File: src/hw/rtl/scu_pkg.sv
// Shared types and constants of the spectrum count uncertainty block.
// Used by scu_feed, scu_cell and spectrum_count_uncertainty_top; no dependencies.
`default_nettype none
package scu_pkg;

  localparam int COUNT_BITS = 24;
  localparam int FRAC_BITS  = 16;
  localparam int SIGMA_W    = 28;
  localparam int LIMIT_W    = 8;

  localparam int SUM_RAW = COUNT_BITS + 4;
  localparam int SUM_W   = SUM_RAW + (SUM_RAW % 2);
  localparam int STEPS   = (SUM_W + 2 * FRAC_BITS) / 2;
  localparam int ROOT_W  = STEPS;
  localparam int REM_W   = STEPS + 2;
  localparam int CMP_W   = (ROOT_W > SIGMA_W) ? ROOT_W : SIGMA_W;

  localparam int ADDR_W = 3;
  localparam logic [0:0] IDX_LIMIT = 1'b0;
  localparam logic [LIMIT_W-1:0] LIMIT_RESET = 8'd10;

  localparam logic [CMP_W-1:0] SIGMA_MAX = CMP_W'((64'd1 << SIGMA_W) - 64'd1);
  localparam logic [63:0] FB_PLAIN_W = (64'd3 << FRAC_BITS) / 64'd10;
  localparam logic [63:0] FB_THREE_W = (64'd5773503 << FRAC_BITS) / 64'd10000000;
  localparam logic [63:0] FB_NINE_W  = (64'd3333333 << FRAC_BITS) / 64'd10000000;
  localparam logic [SIGMA_W-1:0] FB_PLAIN = FB_PLAIN_W[SIGMA_W-1:0];
  localparam logic [SIGMA_W-1:0] FB_THREE = FB_THREE_W[SIGMA_W-1:0];
  localparam logic [SIGMA_W-1:0] FB_NINE  = FB_NINE_W[SIGMA_W-1:0];

  typedef enum logic [1:0] {
    KIND_PLAIN = 2'd0,
    KIND_THREE = 2'd1,
    KIND_NINE  = 2'd2
  } kind_t;

  typedef struct packed {
    logic [COUNT_BITS-1:0] count;
    logic                  last;
  } in_data_t;

  typedef struct packed {
    logic [SIGMA_W-1:0] sigma;
    logic               smoothed;
    logic               final_res;
  } out_data_t;

  typedef struct packed {
    logic              valid;
    logic [SUM_W-1:0]  s;
    logic [3:0]        d;
    logic [3:0]        r;
    logic [REM_W-1:0]  rem;
    logic [ROOT_W-1:0] root;
    logic              zero;
    kind_t             kind;
    logic              fin;
  } stage_t;

endpackage
`default_nettype wire

File: src/hw/rtl/scu_feed.sv
// Channel window, position tracking and request issue into the root chain.
// Depends on scu_pkg.
`default_nettype none
module scu_feed (
  input  wire logic                           clk,
  input  wire logic                           rst_n,
  input  wire logic                           adv,
  input  wire logic [scu_pkg::LIMIT_W-1:0]    limit,
  input  wire logic                           in_valid,
  output logic                                in_ready,
  input  wire scu_pkg::in_data_t              in_data,
  output scu_pkg::stage_t                     job_r
);

  typedef logic [4:0][scu_pkg::COUNT_BITS-1:0] win_t;
  typedef enum logic [1:0] {K2 = 2'd0, K3 = 2'd1, K4 = 2'd2} slot_t;

  logic [3:0][scu_pkg::COUNT_BITS-1:0] rc_r, rc_nxt;
  logic [2:0] pos_r, pos_nxt, sj_r, jsel;
  win_t       sv_r, live_v, vsel;
  logic [1:0] pend_r, pend_nxt;
  logic       busy, acc, issue;
  slot_t      k;
  scu_pkg::stage_t job_nxt;

  function automatic logic [scu_pkg::SUM_W-1:0] ext(input logic [scu_pkg::COUNT_BITS-1:0] x);
    ext = scu_pkg::SUM_W'(x);
  endfunction

  function automatic scu_pkg::stage_t mk_job(input win_t v, input slot_t ks,
                                            input logic [2:0] j,
                                            input logic [scu_pkg::LIMIT_W-1:0] lim);
    scu_pkg::stage_t o;
    logic [scu_pkg::COUNT_BITS-1:0] c;
    logic [scu_pkg::SUM_W-1:0] fwd, bwd, mid;
    logic first_two, tail;
    o = '0;
    c = v[2];
    fwd = '0;
    bwd = '0;
    mid = '0;
    first_two = 1'b0;
    tail = 1'b0;
    unique case (ks)
      K2: begin
        c = v[2];
        fwd = ext(v[2]) + ext(v[3]) + ext(v[4]);
        mid = ext(v[0]) + (ext(v[1]) << 1) + (ext(v[2]) << 1) + ext(v[2])
              + (ext(v[3]) << 1) + ext(v[4]);
        first_two = (j < 3'd4);
        tail = 1'b0;
      end
      K3: begin
        c = v[3];
        fwd = ext(v[3]) + ext(v[4]);
        bwd = ext(v[1]) + ext(v[2]) + ext(v[3]);
        first_two = (j < 3'd3);
        tail = 1'b1;
      end
      K4: begin
        c = v[4];
        fwd = ext(v[4]);
        bwd = ext(v[2]) + ext(v[3]) + ext(v[4]);
        first_two = (j < 3'd2);
        tail = 1'b1;
      end
      default: begin
        c = v[2];
      end
    endcase
    if (scu_pkg::COUNT_BITS'(lim) < c || (scu_pkg::COUNT_BITS < scu_pkg::LIMIT_W)) begin
      o.s = ext(c);
      o.d = 4'd1;
      o.kind = scu_pkg::KIND_PLAIN;
    end else if (first_two) begin
      o.s = fwd;
      o.d = 4'd3;
      o.kind = scu_pkg::KIND_THREE;
    end else if (tail) begin
      o.s = bwd;
      o.d = 4'd3;
      o.kind = scu_pkg::KIND_THREE;
    end else begin
      o.s = mid;
      o.d = 4'd9;
      o.kind = scu_pkg::KIND_NINE;
    end
    o.zero = (o.s == '0);
    o.fin = (ks == K4);
    return o;
  endfunction

  assign busy     = (pend_r != 2'b00);
  assign in_ready = adv && !busy;
  assign acc      = in_valid && in_ready;
  assign live_v   = {in_data.count, rc_r[3], rc_r[2], rc_r[1], rc_r[0]};

  always_comb begin
    issue    = 1'b0;
    k        = K2;
    vsel     = live_v;
    jsel     = pos_r;
    pend_nxt = pend_r;
    rc_nxt   = rc_r;
    pos_nxt  = pos_r;
    if (busy) begin
      vsel  = sv_r;
      jsel  = sj_r;
      issue = adv;
      k     = pend_r[0] ? K3 : K4;
      if (adv) begin
        pend_nxt = pend_r[0] ? {pend_r[1], 1'b0} : 2'b00;
      end
    end else if (acc) begin
      if (!in_data.last) begin
        issue   = (pos_r >= 3'd2);
        k       = K2;
        rc_nxt  = {in_data.count, rc_r[3], rc_r[2], rc_r[1]};
        pos_nxt = (pos_r < 3'd4) ? pos_r + 3'd1 : pos_r;
      end else begin
        issue = 1'b1;
        if (pos_r >= 3'd2) begin
          k = K2;
          pend_nxt = 2'b11;
        end else if (pos_r >= 3'd1) begin
          k = K3;
          pend_nxt = 2'b10;
        end else begin
          k = K4;
          pend_nxt = 2'b00;
        end
        rc_nxt  = '0;
        pos_nxt = 3'd0;
      end
    end
    job_nxt = mk_job(vsel, k, jsel, limit);
    job_nxt.valid = issue;
  end

  always_ff @(posedge clk) begin
    if (!rst_n) begin
      rc_r        <= '0;
      pos_r       <= 3'd0;
      pend_r      <= 2'b00;
      job_r.valid <= 1'b0;
    end else begin
      rc_r   <= rc_nxt;
      pos_r  <= pos_nxt;
      pend_r <= pend_nxt;
      if (adv) begin
        job_r <= job_nxt;
      end
    end
  end

  always_ff @(posedge clk) begin
    if (acc && in_data.last) begin
      sv_r <= live_v;
      sj_r <= pos_r;
    end
  end

endmodule
`default_nettype wire

File: src/hw/rtl/scu_cell.sv
// One step of the combined divide and square root: two quotient bits, one root bit.
// Depends on scu_pkg.
`default_nettype none
module scu_cell (
  input  wire logic            clk,
  input  wire logic            rst_n,
  input  wire logic            adv,
  input  wire scu_pkg::stage_t st_in,
  output scu_pkg::stage_t      st_r
);

  scu_pkg::stage_t st_nxt;
  logic [4:0] r1, r2;
  logic [3:0] ra;
  logic q1, q2;
  logic [scu_pkg::REM_W-1:0] rem_sh, trial;

  always_comb begin
    st_nxt = st_in;
    r1 = {st_in.r, st_in.s[scu_pkg::SUM_W-1]};
    q1 = (r1 >= {1'b0, st_in.d});
    ra = q1 ? 4'(r1 - {1'b0, st_in.d}) : r1[3:0];
    r2 = {ra, st_in.s[scu_pkg::SUM_W-2]};
    q2 = (r2 >= {1'b0, st_in.d});
    st_nxt.r = q2 ? 4'(r2 - {1'b0, st_in.d}) : r2[3:0];
    st_nxt.s = {st_in.s[scu_pkg::SUM_W-3:0], 2'b00};
    rem_sh = {st_in.rem[scu_pkg::REM_W-3:0], q1, q2};
    trial = {st_in.root, 2'b01};
    if (rem_sh >= trial) begin
      st_nxt.rem  = rem_sh - trial;
      st_nxt.root = {st_in.root[scu_pkg::ROOT_W-2:0], 1'b1};
    end else begin
      st_nxt.rem  = rem_sh;
      st_nxt.root = {st_in.root[scu_pkg::ROOT_W-2:0], 1'b0};
    end
  end

  always_ff @(posedge clk) begin
    if (!rst_n) begin
      st_r.valid <= 1'b0;
    end else if (adv) begin
      st_r <= st_nxt;
    end
  end

endmodule
`default_nettype wire

File: src/hw/rtl/spectrum_count_uncertainty_top.sv
// Top level of the spectrum count uncertainty block: config register, feed,
// chain of root cells and output register. Depends on scu_pkg, scu_feed, scu_cell.
//
//   channel  | ports            | carries
//   in_      | valid/ready/data | channel count and last mark
//   out_     | valid/ready/data | sigma, smoothed flag, final mark
//   cfg_     | APB write/read   | small count limit at address 0
//
// One channel is taken per cycle unless the output stalls or a last channel is
// still issuing: a last channel issues up to three requests into the chain, one
// per cycle while not stalled. The chain has STEPS cells, 30 at default widths.
// Reset clears the window, the position and all valid flags.
// When a result is not taken the whole chain holds and no input is taken.
`default_nettype none
module spectrum_count_uncertainty_top (
  input  wire logic                          clk,
  input  wire logic                          rst_n,
  input  wire logic                          in_valid,
  output logic                               in_ready,
  input  wire scu_pkg::in_data_t             in_data,
  output logic                               out_valid,
  input  wire logic                          out_ready,
  output scu_pkg::out_data_t                 out_data,
  input  wire logic                          cfg_psel,
  input  wire logic                          cfg_penable,
  input  wire logic                          cfg_pwrite,
  input  wire logic [scu_pkg::ADDR_W-1:0]    cfg_paddr,
  input  wire logic [31:0]                   cfg_pwdata,
  output logic [31:0]                        cfg_prdata,
  output logic                               cfg_pready
);

  logic [scu_pkg::LIMIT_W-1:0] limit_r;
  logic adv, hit;
  scu_pkg::stage_t st [scu_pkg::STEPS+1];
  scu_pkg::out_data_t res;
  logic [scu_pkg::CMP_W-1:0] root_x;
  logic out_valid_r;
  scu_pkg::out_data_t out_data_r;

  assign cfg_pready = 1'b1;
  assign hit = (cfg_paddr[scu_pkg::ADDR_W-1:2] == scu_pkg::IDX_LIMIT);
  assign cfg_prdata = hit ? 32'(limit_r) : 32'd0;

  always_ff @(posedge clk) begin
    if (!rst_n) begin
      limit_r <= scu_pkg::LIMIT_RESET;
    end else if (cfg_psel && cfg_penable && cfg_pwrite && cfg_pready && hit) begin
      limit_r <= cfg_pwdata[scu_pkg::LIMIT_W-1:0];
    end
  end

  assign adv = !out_valid_r || out_ready;

  scu_feed u_feed (
    .clk      (clk),
    .rst_n    (rst_n),
    .adv      (adv),
    .limit    (limit_r),
    .in_valid (in_valid),
    .in_ready (in_ready),
    .in_data  (in_data),
    .job_r    (st[0])
  );

  for (genvar i = 0; i < scu_pkg::STEPS; i++) begin : g_cell
    scu_cell u_cell (
      .clk   (clk),
      .rst_n (rst_n),
      .adv   (adv),
      .st_in (st[i]),
      .st_r  (st[i+1])
    );
  end

  always_comb begin
    root_x = scu_pkg::CMP_W'(st[scu_pkg::STEPS].root);
    res.smoothed  = (st[scu_pkg::STEPS].kind != scu_pkg::KIND_PLAIN);
    res.final_res = st[scu_pkg::STEPS].fin;
    if (st[scu_pkg::STEPS].zero) begin
      unique case (st[scu_pkg::STEPS].kind)
        scu_pkg::KIND_PLAIN: res.sigma = scu_pkg::FB_PLAIN;
        scu_pkg::KIND_THREE: res.sigma = scu_pkg::FB_THREE;
        default:             res.sigma = scu_pkg::FB_NINE;
      endcase
    end else if (root_x > scu_pkg::SIGMA_MAX) begin
      res.sigma = scu_pkg::SIGMA_MAX[scu_pkg::SIGMA_W-1:0];
    end else begin
      res.sigma = root_x[scu_pkg::SIGMA_W-1:0];
    end
  end

  always_ff @(posedge clk) begin
    if (!rst_n) begin
      out_valid_r <= 1'b0;
    end else if (adv) begin
      out_valid_r <= st[scu_pkg::STEPS].valid;
    end
  end

  always_ff @(posedge clk) begin
    if (adv) begin
      out_data_r <= res;
    end
  end

  assign out_valid = out_valid_r;
  assign out_data  = out_data_r;

endmodule
`default_nettype wire
File: config.mk
export PLATFORM = sky130hd
export DESIGN_NAME = spectrum_count_uncertainty_top
export DESIGN_NICKNAME = d
export VERILOG_FILES = /design/src/hw/rtl/scu_pkg.sv /design/src/hw/rtl/scu_feed.sv /design/src/hw/rtl/scu_cell.sv /design/src/hw/rtl/spectrum_count_uncertainty_top.sv
export SDC_FILE = /design/constraint.sdc
export NUM_CORES = 2
export LEC_CHECK = 0
export ABC_AREA = 0
export BUFFER_PORTS_ARGS = -buffer_cell sky130_fd_sc_hd__buf_2
export CAP_MARGIN = 25
export CORE_UTILIZATION = 45
export DETAILED_ROUTE_END_ITERATION = 16
export GPL_TIMING_DRIVEN = 0
export PLACE_DENSITY_LB_ADDON = 0.25
export SYNTH_ARGS = -nofsm -noshare
export SYNTH_HDL_FRONTEND = slang
export SYNTH_SLANG_ARGS = --single-unit
File: constraint.sdc
create_clock -name clk -period 53.7 [get_ports clk]
set_input_delay 2.685 -clock clk [delete_from_list [all_inputs] [get_ports clk]]
set_output_delay 2.685 -clock clk [all_outputs]
set_load 0.02 [all_outputs]
* Yosys cells after proc, flatten, opt, wreduce, memory -nomap -nowiden
Index checks and enable logic that the tools add are counted.
Word-level totals: register bits after elaboration 2607, input bits 67, output and inout bits 65, word-level logic and storage cells 645
Operators by class: add/sub/neg operators 99, order comparisons 98, eq/ne operators 5, multiplexer cells 125, bitwise logic cells 2, reductions and logical operators 24
Operator list (count):
- 2-to-1 mux 60 bit | 28
- greater-or-equal comparator 32 bit | 29
- subtractor 30 bit | 28
- greater-or-equal comparator 5 x 4 -> 1 bit | 59
- 2-to-1 mux 4 bit | 59
- subtractor 4 bit | 58
- 2-to-1 mux 32 bit | 4
- 2-to-1 mux 120 bit | 1
- adder 28 x 24 -> 28 bit | 4
- 2-to-1 mux 96 bit | 1
- 2-to-1 mux 28 bit | 3
- case mux 28 bit (3 select lines) | 1
- adder 24 x 24 -> 25 bit | 3
- adder 28 x 25 -> 28 bit | 2
- case mux 28 bit (2 select lines) | 1
- case mux 24 bit (2 select lines) | 1
- case mux 16 bit (2 select lines) | 1
- > comparator 30 x 28 -> 1 bit (second input constant) | 1
- logical NOT 28 bit | 1
- 2-to-1 mux 2 bit | 14
- adder 24 x 25 -> 26 bit | 1
- less-than comparator 8 x 24 -> 1 bit | 1
- nonzero test 2 bit | 5
- 2-to-1 mux 3 bit | 3
- other kinds (25) | 44

* Longest topological paths before layout
depth after elaboration 13, mapped depth 39, depth with buffers taken out 34

* Modules after synthesis
Synthesis repeated with hierarchy kept, for this count alone.
Second synthesis, totals: cell total of the unflattened synthesis 17602, area total of the unflattened synthesis 194640.4 µm²
By module, submodules not included:
- scu_cell (g_cell[11].u_cell ...) | times used 18, cells an instance 513, area an instance 5739.3 µm², seq. area each 3022.9 µm²
- scu_cell (g_cell[0].u_cell ...) | times used 5, cells an instance 503, area an instance 5586.6 µm², seq. area each 3022.9 µm²
- scu_feed | times used 1, cells an instance 2201, area an instance 21333.0 µm², seq. area each 6696.4 µm²
- scu_cell (g_cell[4].u_cell ...) | times used 3, cells an instance 511, area an instance 5970.7 µm², seq. area each 3022.9 µm²
- scu_cell (g_cell[7].u_cell ...) | times used 3, cells an instance 481, area an instance 5520.3 µm², seq. area each 3022.9 µm²
- scu_cell (g_cell[15].u_cell) | times used 1, cells an instance 513, area an instance 5756.8 µm², seq. area each 3022.9 µm²
- spectrum_count_uncertainty_top | times used 1, cells an instance 163, area an instance 1838.0 µm², seq. area each 1081.0 µm²

* Worst setup path after synthesis
OpenSTA, ideal clock, no wires.
path kind input to register, from input port out_ready, to register g_cell[0].u_cell.st_r[0] in the netlist's numbering (enable), setup time 2343 ps, arrival time 43118 ps, required time 51357 ps, slack 8239 ps, cell stages on the path 5, path through nor2b_1 -> clkbuf_1 -> clkinv_1 -> clkbuf_1 -> and2_1
Between the ends: longest elaborated chain between the ends 2
RTL lines:
- from (decl) | line spectrum_count_uncertainty_top.sv:22 | input wire logic out_ready,
- logical OR 1 bit | line spectrum_count_uncertainty_top.sv:53 | assign adv = !out_valid_r || out_ready;
- net adv | line spectrum_count_uncertainty_top.sv:34 | logic adv, hit;
- AND reduction 2 bit (no line)
- to (signal assigned) | line scu_cell.sv:42 | st_r <= st_nxt;
- to (decl) | line scu_cell.sv:9 | output scu_pkg::stage_t st_r
The timed path passes the listed nets, and every way through them passes these cells. A chain may end at the register's enable or synchronous reset.

==> reports/qor.tcl <==
set qor(run_status) {completed}
set qor(synth.top_cell.area_share_pct) 48.18
set qor(setup_viol_count_final) 0
set qor(critical-path-max-stage-delay_ns) 0.78
set qor(placer_congestion) 0.9649
set qor(setup_repair_after_global_routing_missed_its_margin) {no}
set qor(synth_area_um2) 118200
set qor(max_slew.worst_pin.slew_ns) 1.107
set qor(clockBufferDepth) 3
set qor(power-per-cell-area_nw_per_um2) 50.22
set qor(post-route-min-period_ns) 12.29
set qor(tritoncts_num_sinks) 2038
set qor(pin_count_of_the_biggest_net_entering_global_routing) 78
set qor(die_area_um2) 264800
set qor(worst_setup_hold_path_clk_slew_ns) 0.06
set qor(globalRouteTotalUtil_pct) 22.46
set qor(layout_setup_ws_ns) 41.41
set qor(total_power_mw) 6.591
set qor(buffer_ports.inserted) 79
set qor(finalHoldViolCount) 0
set qor(num_vias) 83091
set qor(top_level_ports) 132
set qor(endpoint_kind) {register}
set qor(syn-mean-instance-area_um2) 10.90
set qor(worstSetupPathDepth) 39
set qor(ys.flop_type) {edfxtp_1}
set qor(ctsRootBufferMaster) {clkbuf_16}
set qor(critPathCapture) {u_feed.job_r[3]}
set qor(worst_r2r_endpoint) {u_feed.job_r[3]}
set qor(worstRegToRegCells) 39
set qor(firstDrtPassIters) 6
set qor(starting_utilization_of_the_core_area_pct) 45.40
set qor(worstPathRequired_ns) 54.41
set qor(rel_slew_slack_pct) 25.43
set qor(r2r_start) {u_feed.pend_r[0]}
set qor(netlist-cell-type-count) 121
set qor(timing.critical_path.slowest_stage_cell) {buf_1}
set qor(nNetsFinal) 12242
set qor(drtAntennaViolNets) 0
set qor(worst_hold_slack_ns) 0.3767
set qor(tritoncts) {yes}
set qor(worst_hold_path.num_cells) 0
set qor(routed_via_density) 5.581
set qor(crit_type) {register to register}
set qor(worst-r2r-setup-slack_ns) 41.41
set qor(area.growth.synth_to_final_pct) 11.01
set qor(cellLeakagePower_nw) 53.50
set qor(synth-warning-count) 0
set qor(max-cap-violations) 0
set qor(layout_worst_path_cycle_share_pct) 22.89
set qor(antenna_found_initial) 8
set qor(die_w_um) 514.6
set qor(worstPathArrival_ns) 13.00
set qor(pre_cts_worst_setup_slack_ns) 41.57
set qor(synthCells) 10847
set qor(wirelength_um) 300800
set qor(wl_per_cell_um) 20.21
set qor(synth_seq_area_share_pct) 50.57
set qor(final-max-slew-violation-count) 0
set qor(maxClockFrequency_mhz) 81.35
set qor(totalNegativeSetupSlack_ns) 0
set qor(timing.hold.worst.class) {register to register}
set qor(synth_enable_flop_cells) 1897
set qor(die_h_um) 514.6
set qor(layout-drive-gt1-share_pct) 7.332
set qor(cp_max_fo) 10
set qor(synth.area.top_cells) {edfxtp_1 (48%), ha_1 (9.1%), xnor2_1 (3.5%)}
set qor(synthArstFlopShare_pct) 0
set qor(clkLatencyLatePin_ns) 0.87
set qor(synth_area_leader_cell) {edfxtp_1}
set qor(hpwl_um) 235400
set qor(first_global_vias) 81417
set qor(dpl.cell_count) 14481
set qor(critical_path.startpoint_type) {register}
set qor(cts.hold.buffers_added) 0
set qor(grt_pass1_wl_um) 465200
set qor(num_rows) 187
set qor(core_area_um2) 260400
set qor(globalRouteOverflowTotal) 0
set qor(drc_errors) 0
set qor(postCtsSetupBuffers) 0
set qor(numCtsBuffers) 223
set qor(critical_path.n_buffers_inverters) 10
set qor(htreeDepth) 4
set qor(cts_resized) 0
set qor(yosys_register_bits) 2038
set qor(first_iter_violations) 6335
set qor(worstSetupStartpoint) {u_feed.pend_r[0]}
set qor(post_layout_nonfiller_instances) 14887
set qor(worst_ir_drop_vdd_mv) 0.04173
set qor(critical-path-top-delay-family) {compound AO/OA/AOI/OAI gates}
set qor(finalClockSkew_ns) 0.05356
through the flow:
step / instance area [µm²] / utilization [%]
final: 131200 / 50.40
after global routing: 131200 / 50.40
after CTS: 131200 / 50.40
after detailed placement: 123900 / 47.59
after global placement: 123100 / 47.27
after floorplan: 118300 / -
placed cells by master (no fill, tap or decap), drive strengths merged, types with 244 or more instances in the layout:
master / synthesis / final
nand2: 890 / 890
xnor2: 472 / 472
nor3: 244 / 244
a21oi: 818 / 818
inv: 1077 / 1080
o21ai: 529 / 529
nor2: 715 / 715
clkbuf: 183 / 452
xor2: 409 / 409
a21o: 252 / 252
ha: 860 / 860
edfxtp: 1897 / 1897
cells in the mapped netlist (all sizes together) (33+ instances only):
cell	number
a211oi	71
nand2	890
edfxtp	1897
ha	860
nand2b	137
a31oi	66
o21bai	77
a21boi	73
nand4	69
clkbuf	183
xnor2	472
inv	1077
and3	65
fa	105
dfxtp	141
a21oi	818
o21a	105
nor2b	131
xor2	409
buf	75
and2	33
nor4	109
o21ai	529
o31ai	75
or4	43
mux2	215
a211o	34
nor2	715
or2	64
a21o	252
nand3	152
o211ai	40
mux2i	71
nor3b	36
or3	125
nor3	244
how the worst min path moves through the flow:
| stage | to | startpoint | slack, ns |
|---|---|---|---|
| 3_3_place_gp | g_cell[13].u_cell.st_r[0] | g_cell[12].u_cell.st_r[0] | 0.40 |
| 4_1_cts | g_cell[9].u_cell.st_r[100] | g_cell[8].u_cell.st_r[98] | 0.36 |
| 3_5_place_dp | g_cell[0].u_cell.st_r[97] | u_feed.job_r[95] | 0.40 |
| 2_1_floorplan | g_cell[0].u_cell.st_r[0] | u_feed.job_r[0] | 0.40 |
| 5_1_grt | g_cell[9].u_cell.st_r[100] | g_cell[8].u_cell.st_r[98] | 0.39 |
| 6_report | g_cell[9].u_cell.st_r[100] | g_cell[8].u_cell.st_r[98] | 0.38 |
worst register-to-register path, delay by kind of cell, from the launching register on:
family | cells | cell delay, ns
AOI/OAI and AO/OA | 15 | 4.18
xor gates and xnor gates | 1 | 0.24
adders and majority gates | 6 | 2.31
buffers and inverters | 10 | 3.13
DFF | 1 | 0.41
muxes | 1 | 0.42
and+or+nand+nor | 6 | 1.51
state kept, by name (all words and copies together) (netlist names):
| signal | cells |
|---|---|
| u_feed.pend_r | 2 |
| g_cell.u_cell.st_r | 1742 |
| u_feed.sv_r | 120 |
| out_valid | 1 |
| u_feed.job_r | 33 |
| u_feed.sj_r | 3 |
| u_feed.live_v | 96 |
| limit_r | 8 |
| out_data | 30 |
| u_feed.pos_r | 3 |
logic make-up after synthesis:
group                    count (synthesis)  synth area share, %
multiplexers                           286                2.658
flip-flops                            2038                50.57
adder cells (fa/ha/maj)                965                10.88
AO/OA/AOI/OAI                         2435                13.11
buffers and inverters                 1338                4.374
AND/OR/NAND/NOR                       2902                11.88
XOR/XNOR                               881                6.526
other                                    2             0.006352
routing by layer:
| metal | global-route usage (%) | routed length [µm] | share of wire (%) | vias to the layer above |
|---|---|---|---|---|
| met1 | 30.41 | 134300 | 45 | 40440 |
| met4 | 7.122 | 9473 | 3.1 | 4 |
| li1 | - | - | - | 39969 |
| met3 | 3.145 | 16810 | 5.6 | 493 |
| met2 | 37.12 | 140200 | 47 | 2185 |
| met5 | 0 | 23 | 0.0076 | - |
where the power goes:
part           leakage, nW  internal (mW)  switching (mW)
Sequential            19.3           2.27           0.250
Combinational         30.7           1.08            1.46
Clock                 3.53          0.881           0.645
Total                 53.5           4.23            2.36
cell type report:
| cell class | count | area [µm²] |
|---|---|---|
| plain buffers | 258 | 1121 |
| multi-input cells | 7495 | 53370 |
| clock inverters | 135 | 1488 |
| diodes | 2 | 5.005 |
| well taps | 3496 | 4374 |
| inverters | 1080 | 4059 |
| flip-flops and latches | 2038 | 59790 |
| clock buffers | 269 | 5814 |
| fillers | 22948 | 129200 |
| repair buffers | 114 | 1232 |
No activity file was read; power rests on OpenSTA's default activity.
